[src/sv/tsr_pkg.sv]
// Shared types and constants of the tile scanline renderer.
// No dependencies; used by the packer, the top level and the checker.
package tsr_pkg;

  localparam int LINE_WIDTH_DEF       = 160;
  localparam int SPRITE_COUNT_DEF     = 40;
  localparam int SPRITES_PER_LINE_DEF = 10;
  localparam int VISIBLE_LINES        = 144;
  localparam int REG_COUNT            = 8;

  typedef enum logic [1:0] {
    MODE_TILE_WR = 2'd0,
    MODE_OAM_WR  = 2'd1,
    MODE_RENDER  = 2'd2,
    MODE_NONE    = 2'd3
  } mode_t;

  // Register indexes
  localparam logic [2:0] REG_LCDC = 3'd0;
  localparam logic [2:0] REG_BGP  = 3'd1;
  localparam logic [2:0] REG_OBP0 = 3'd2;
  localparam logic [2:0] REG_OBP1 = 3'd3;
  localparam logic [2:0] REG_SCY  = 3'd4;
  localparam logic [2:0] REG_SCX  = 3'd5;
  localparam logic [2:0] REG_WY   = 3'd6;
  localparam logic [2:0] REG_WX   = 3'd7;

  localparam logic [7:0] LCDC_RESET = 8'h91;
  localparam logic [7:0] BGP_RESET  = 8'hFC;

  // Control bits of lcd_control
  localparam int LCD_BG_EN   = 0;
  localparam int LCD_OBJ_EN  = 1;
  localparam int LCD_OBJ_16  = 2;
  localparam int LCD_BG_MAP  = 3;
  localparam int LCD_TILE_U  = 4;
  localparam int LCD_WIN_EN  = 5;
  localparam int LCD_WIN_MAP = 6;

  // Sprite attribute bits
  localparam int ATTR_PAL   = 4;
  localparam int ATTR_XFLIP = 5;
  localparam int ATTR_YFLIP = 6;
  localparam int ATTR_BEHIND = 7;

  typedef enum logic [3:0] {
    ST_IDLE,
    ST_BG_MAP,
    ST_BG_LO,
    ST_BG_HI,
    ST_BG_WR,
    ST_SP_START,
    ST_SP_FETCH,
    ST_SP_CHECK,
    ST_SP_UCHK,
    ST_SP_LO,
    ST_SP_HI,
    ST_SP_PIX,
    ST_SP_PRD,
    ST_SP_PWR,
    ST_OUT_RD,
    ST_OUT_WAIT
  } state_t;

  // Control from the sequencer to the output packer
  typedef struct packed {
    logic       push;
    logic [1:0] shade;
    logic       launch;
    logic [4:0] gidx;
    logic       last;
  } pack_ctl_t;

  // Look up a 2-bit shade for a colour id in a palette register
  function automatic logic [1:0] shade_of(input logic [7:0] pal, input logic [1:0] cid);
    logic [1:0] s;
    case (cid)
      2'd0:    s = pal[1:0];
      2'd1:    s = pal[3:2];
      2'd2:    s = pal[5:4];
      default: s = pal[7:6];
    endcase
    return s;
  endfunction

endpackage

[src/sv/tsr_rsp_if.sv]
// Result channel of the scanline renderer: one transfer per eight-pixel group.
// No dependencies.
interface tsr_rsp_if;
  logic        valid;
  logic        ready;
  logic [15:0] pixel_group;
  logic [4:0]  group_index;
  logic        last;

  modport source (output valid, pixel_group, group_index, last, input ready);
  modport sink   (input valid, pixel_group, group_index, last, output ready);
endinterface

[src/sv/tsr_pixel_packer.sv]
// Output stage: gathers eight shades into a group and holds it for the receiver.
// Depends on tsr_pkg and tsr_rsp_if.
module tsr_pixel_packer (
  input  logic               clk,
  input  logic               rst,
  input  tsr_pkg::pack_ctl_t ctl,
  output logic               done,
  tsr_rsp_if.source          rsp
);
  import tsr_pkg::*;

  logic [15:0] acc;
  logic [15:0] acc_next;
  logic [2:0]  slot;
  logic        valid;

  // Merge the incoming shade into its slot
  always_comb begin
    acc_next = acc;
    if (ctl.push) begin
      acc_next[{slot, 1'b0} +: 2] = ctl.shade;
    end
  end

  // Fill slots in order
  always_ff @(posedge clk) begin
    acc <= acc_next;
    if (rst) begin
      slot <= 3'd0;
    end else if (ctl.push) begin
      slot <= slot + 3'd1;
    end
  end

  // Hold the finished group until it is taken
  always_ff @(posedge clk) begin
    if (rst) begin
      valid <= 1'b0;
    end else if (ctl.launch) begin
      valid <= 1'b1;
    end else if (rsp.ready) begin
      valid <= 1'b0;
    end
  end

  always_ff @(posedge clk) begin
    if (ctl.launch) begin
      rsp.pixel_group <= acc_next;
      rsp.group_index <= ctl.gidx;
      rsp.last        <= ctl.last;
    end
  end

  assign rsp.valid = valid;
  assign done      = valid && rsp.ready;

endmodule

[src/flat_wrapper.sv]
// flat-port wrapper written by rule: the top's interface ports become plain ports
module tsr_pixel_packer_flat import tsr_pkg::*;
  (clk, rst, ctl, done, rsp_valid, rsp_pixel_group, rsp_group_index, rsp_last, rsp_ready);
  tsr_rsp_if rsp_i ();
  input  logic clk;
  input  logic rst;
  input  tsr_pkg::pack_ctl_t ctl;
  output logic done;
  output wire logic [$bits(rsp_i.valid)-1:0] rsp_valid;
  output wire logic [$bits(rsp_i.pixel_group)-1:0] rsp_pixel_group;
  output wire logic [$bits(rsp_i.group_index)-1:0] rsp_group_index;
  output wire logic [$bits(rsp_i.last)-1:0] rsp_last;
  input wire logic [$bits(rsp_i.ready)-1:0] rsp_ready;
  assign rsp_valid = rsp_i.valid;
  assign rsp_pixel_group = rsp_i.pixel_group;
  assign rsp_group_index = rsp_i.group_index;
  assign rsp_last = rsp_i.last;
  assign rsp_i.ready = rsp_ready;
  tsr_pixel_packer u_core (.clk(clk), .rst(rst), .ctl(ctl), .done(done), .rsp(rsp_i));
endmodule
[config.mk]
export PLATFORM = sky130hd
export DESIGN_NAME = tsr_pixel_packer_flat
export DESIGN_NICKNAME = d
export VERILOG_FILES = /design/src/sv/tsr_pkg.sv /design/src/sv/tsr_rsp_if.sv /design/src/sv/tsr_pixel_packer.sv /design/src/flat_wrapper.sv
export SDC_FILE = /design/constraint.sdc
export NUM_CORES = 1
export LEC_CHECK = 0
export BUFFER_PORTS_ARGS = -buffer_cell sky130_fd_sc_hd__buf_2
export CAP_MARGIN = 15
export CORE_MARGIN = 5
export CORE_UTILIZATION = 35
export DETAILED_ROUTE_END_ITERATION = 8
export MAX_ROUTING_LAYER = met4
export SLEW_MARGIN = 20
export SYNTH_ARGS = -nofsm -noshare
export SYNTH_HDL_FRONTEND = slang
export SYNTH_SLANG_ARGS = --single-unit
[constraint.sdc]
create_clock -name clk -period 1.95 [get_ports clk]
set_clock_uncertainty 0.05 [all_clocks]
set_input_delay 0.0975 -clock clk [delete_from_list [all_inputs] [get_ports clk]]
set_output_delay 0.0975 -clock clk [all_outputs]
set_load 0.05 [all_outputs]
# == Word level (Yosys, flattened, before mapping) ==
# Cells that the tools add are included.
# word_totals
regBits,42
input_bits,13
output_inout_bits,24
elab_cells,16
# op_classes
shifts,2
n_mux,4
n_reduce_logical,2
n_addsub,2
# op_table
op,count
bitwise mux 16 bit,1
2-to-1 mux 16 bit,1
"variable shift 2 x 6 -> 16 bit, first input constant",1
variable part select 2 x 6 -> 16 bit,1
negation 4 -> 6 bit,1
"adder 3 x 1 -> 3 bit, second input constant",1
2-to-1 mux 1 bit,2
nonzero test 2 bit,1
logical AND 1 bit,1

# == Logic depth before layout (Yosys ltp) ==
# logic_depth
depth_word,4
ltp_mapped,6
mapped_depth_nobuf,6

# == Worst setup path after synthesis ==
# OpenSTA, ideal clock, no wires.
# synth_timing
path_kind,register to register
from,reg u_core.slot[0]
to,"reg u_core.rsp.pixel_group[10], data pin"
t_required_ps,1638
period_less_slack_ps,2085
setup_time_ps,262
setup_slack_ps,-135
arrival_ps,1773
stages_incl_launch_ff,7
path_buffers,0
cell_sequence,dfxtp_1 -> inv_1 -> ha_1 -> ha_1 -> nand2b_1 -> or3_4 -> mux2_4
# synth_between
elab_chain_len,4
word_cells_on_any_way,5
cone_classes,add/sub: 1; shift: 2; mux: 2
# synth_lines
item,line_no,rtl
"start, declared",tsr_pixel_packer.sv:14,logic [2:0] slot;
"start signal, assigned",tsr_pixel_packer.sv:31,slot <= slot + 3'd1;
negation 4 -> 6 bit (*),tsr_pixel_packer.sv:21,"acc_next[{slot, 1'b0} +: 2] = ctl.shade;"
variable part select 2 x 6 -> 16 bit or variable shift 2 x 6 -> 16 bit (tied branches),tsr_pixel_packer.sv:21,
bitwise mux 16 bit (*),tsr_pixel_packer.sv:21,
2-to-1 mux 16 bit (*),tsr_pixel_packer.sv:20,if (ctl.push) begin
via u_core.acc_next[10],tsr_pixel_packer.sv:13,logic [15:0] acc_next;
"end signal, assigned",tsr_pixel_packer.sv:48,rsp.pixel_group <= acc_next;
"end, declared",tsr_rsp_if.sv:10,"modport source (output valid, pixel_group, group_index, last, input ready);"
# The timed path passes the listed nets; every way through them passes the cells marked *.
# A chain may end at the register's enable or synchronous reset.

# == Worst setup path in the final report ==
# layout_timing
from,reg u_core.slot[2]
to,"reg u_core.rsp.pixel_group[11], data pin"
# Same word-level chain as after synthesis.

==> impl_metrics.yaml <==
outcome:
  status: "complete, no violations"
yosys:
  avgSynthCellArea_um2: 16.36
  ys_warn_count: 0
  synth_area_leader_cell: "edfxtp_1"
  synth_area_um2: 1489
  ys_top_cells_by_area: "edfxtp_1 44%, dfxtp_1 27%, mux2_2 9.1%, mux2_4 4.0%, ha_1 3.4%"
  synth_nets: 108
  synth_seq_cells: 42
  ys_types: 20
  synthCells: 91
  synth-seq-area-share_pct: 71.26
  synth_top_area_share_pct: 44.37
sta:
  hold_violations: 0
  fin_tns_setup_ns: 0
  rsz0062_at_grt: "no"
  worstMarginPinSlew_ns: 0.5213
  slew_violations: 0
  setup_viol: 0
  finalCritPeriodShare_pct: 96.46
  final.min_clock_period_ns: 1.881
  holdWs_ns: 0.06351
  slew_headroom_pct: 65.25
  max_freq_mhz: 531.6
finish:
  diodes: 0
  final_common_cell: "buf_2"
  final_cell_mix: "36 x buf_2, 22 x edfxtp_1, 18 x dfxtp_1, 12 x mux2_2, 7 x dlygate4sd3_1"
  drive_gt1_share_pct: 53.10
  final_util_pct: 48.87
  multiInputGateArea_um2: 478.0
  area_delta_synth_final_pct: 33.19
  regArea_um2: 1064
  final_nets: 161
  n_fill_cell: 353
floorplan:
  num_rows: 23
  dieArea_um2: 5659
  num_io_pins: 37
  core_area_um2: 4058
  start_util_pct: 36.69
  die_h_um: 75.23
  die_w_um: 75.23
hold_path:
  hold_end: "u_core.rsp.valid"
  hold_depth: 4
  min_path_type: "in2reg"
  hp-start: "rsp_ready"
power_and_ir_drop:
  ir_worst_vdd_mv: 0.5899
  sw_frac_of_total_pct: 29.30
  clockPowerShare_pct: 24.8
  p_total_mw: 2.216
  p_per_area_nw_per_um2: 1117
  p_comb_share_pct: 23.6
  power_switching_mw: 0.6492
  p_seq_share_pct: 51.6
  leakage_nw: 0.8221
  p_int_mw: 1.566
critical_path:
  r2r_start: "u_core.slot[2]"
  crit_type: "reg2reg"
  crit_path_cell_trace: "inv_1 -> ha_4 -> nand2b_4 -> or3_4 -> mux2_4"
  critical_path_buf_inv_count: 1
  startpoint_type: "register"
  critical_path.endpoint_type: "register"
  crit-reg2reg-capture: "u_core.rsp.pixel_group[11]"
  ff2ff_path_depth: 5
  slowest_delay_ns: 0.36
  worstPathRequired_ns: 1.94
  slowest_stage: "dfxtp_1"
  crit_family: "simple AND/OR/NAND/NOR gates"
  path_max_fanout: 5
  r2r_setup_slack_ns: 0.07
  critPathArrivalTime_ns: 1.87
route:
  drc: 0
  drtAntennaViolNets: 0
  viasPerCell: 4.451
  wirelength_um: 2602
  first_iter_violations: 30
  dr.pass1.iters: 4
  wl_per_cell_um: 13.34
  vias: 868
grt:
  grt_pass1_vias: 897
  grt_max_degree: 24
  track_usage_pct: 10.08
  grt_pass1_wl_um: 4015
  top_usage_layer: "met2"
  antenna_found_initial: 0
  gr-total-overflow: 0
  grt_use_met1_pct: 10.56
  grt.met2_usage_pct: 16.92
  grt_util_met3_pct: 4.406
cts:
  clk-insertion-delay-late_ns: 0.28
  cts_buffer_depth: 2
  cts_sinks: 42
  cts-buffers-inserted: 5
  cts-root-buf: "clkbuf_8"
  post_cts_buffers: 0
  cts_tree: "built"
  ctsHtreeMaxLevel: 2
  clk_pin_slew_worst_paths_ns: 0.07
placement:
  port-buffer-count: 36
  dp_hpwl_um: 1843
  gp_congestion: 0.8608
job:
  drv_cap: 0
==> power by group through the flow <==
stage                     Combinational, mW  Sequential, mW  Clock [mW]
after floorplan                       0.148            1.39           0
after global placement                0.486            1.16           0
after detailed placement              0.496            1.16           0
after CTS                             0.508            1.14       0.573
after global routing                  0.556            1.16       0.611
final                                 0.524            1.14       0.549
==> cells by family (layout without fill, tap and decap cells) <==
| kind of cell | count (synthesis) | in the layout | synth area share [%] |
|---|---|---|---|
| flip-flops | 42 | 42 | 71.26 |
| AO/OA/AOI/OAI | 2 | 2 | 0.6723 |
| XOR/XNOR | 1 | 1 | 0.5883 |
| multiplexers | 17 | 17 | 13.78 |
| AND/OR/NAND/NOR | 21 | 21 | 9.328 |
| adder cells (fa/ha/maj) | 4 | 4 | 3.361 |
| buffers and inverters | 4 | 58 | 1.008 |
==> worst max path at each step <==
stage | start | endpoint | slack, ns | cells after the start
2_1_floorplan | u_core.slot[1] | u_core.rsp.pixel_group[10] | 0.02 | 6
3_3_place_gp | u_core.slot[0] | u_core.rsp.pixel_group[11] | 0.05 | 6
3_5_place_dp | u_core.slot[0] | u_core.rsp.pixel_group[11] | 0.02 | 6
4_1_cts | u_core.slot[0] | u_core.rsp.pixel_group[11] | 0.01 | 6
5_1_grt | u_core.slot[1] | u_core.rsp.pixel_group[11] | 0.01 | 6
6_report | u_core.slot[2] | u_core.rsp.pixel_group[11] | 0.07 | 5
==> per-layer routing <==
layer / vias up / routed length (um) / part of all wire [%]
li1: 431 / - / -
met1: 402 / 1121 / 43
met2: 30 / 1246 / 48
met3: 5 / 198 / 7.6
met4: 0 / 35 / 1.3
met5: - / 0 / 0
==> worst register-to-register path: stages, from the launching register on <==
cell	delay, ns
dfxtp_1	0.36
inv_1	0.13
ha_4	0.29
nand2b_4	0.15
or3_4	0.35
mux2_4	0.31
==> synth_stat cells <==
cell / count
edfxtp_1: 22
dfxtp_1: 20
mux2_2: 12
nor2_1: 5
ha_1: 4
inv_1: 4
mux2_4: 4
nand2b_1: 4
a21oi_1: 2
nor4_1: 2
nor4_2: 2
or3_4: 2
and2_1: 1
mux2i_1: 1
nand2_1: 1
nand2_2: 1
nand3b_1: 1
nand4_1: 1
nor3_1: 1
xnor2_1: 1
==> registers in the layout, summed over array words and instances (netlist names) <==
| name | count |
|---|---|
| u_core.rsp.pixel_group | 16 |
| u_core.slot | 3 |
| u_core.rsp.last | 1 |
| u_core.rsp.valid | 1 |
| u_core.acc | 16 |
| u_core.rsp.group_index | 5 |
==> cell type report <==
class	count	area share [%]
Sequential cell	42	53.63
Multi-Input combinational cell	45	24.10
Timing Repair Buffer	46	13.75
Clock buffer	7	4.353
Tap cell	50	3.155
Inverter	4	0.7571
Clock inverter	1	0.2524
==> per-stage QoR <==
step                area (um2)  cells  setup slack (ns)
floorplan                 1508     91           0.02486
global placement          1773    180           0.04744
detailed placement        1773    180           0.02023
CTS                       1934    195           0.01320
global route              1983    195           0.01047
finish                    1983    195           0.06897
==> repair_timing <==
item                       CTS  global route
hold buffers                 7             0
hold endpoints to repair    10             0
gates resized for setup      0             9
setup endpoints to repair    0            10
No activity file was read; power rests on OpenSTA's default activity.
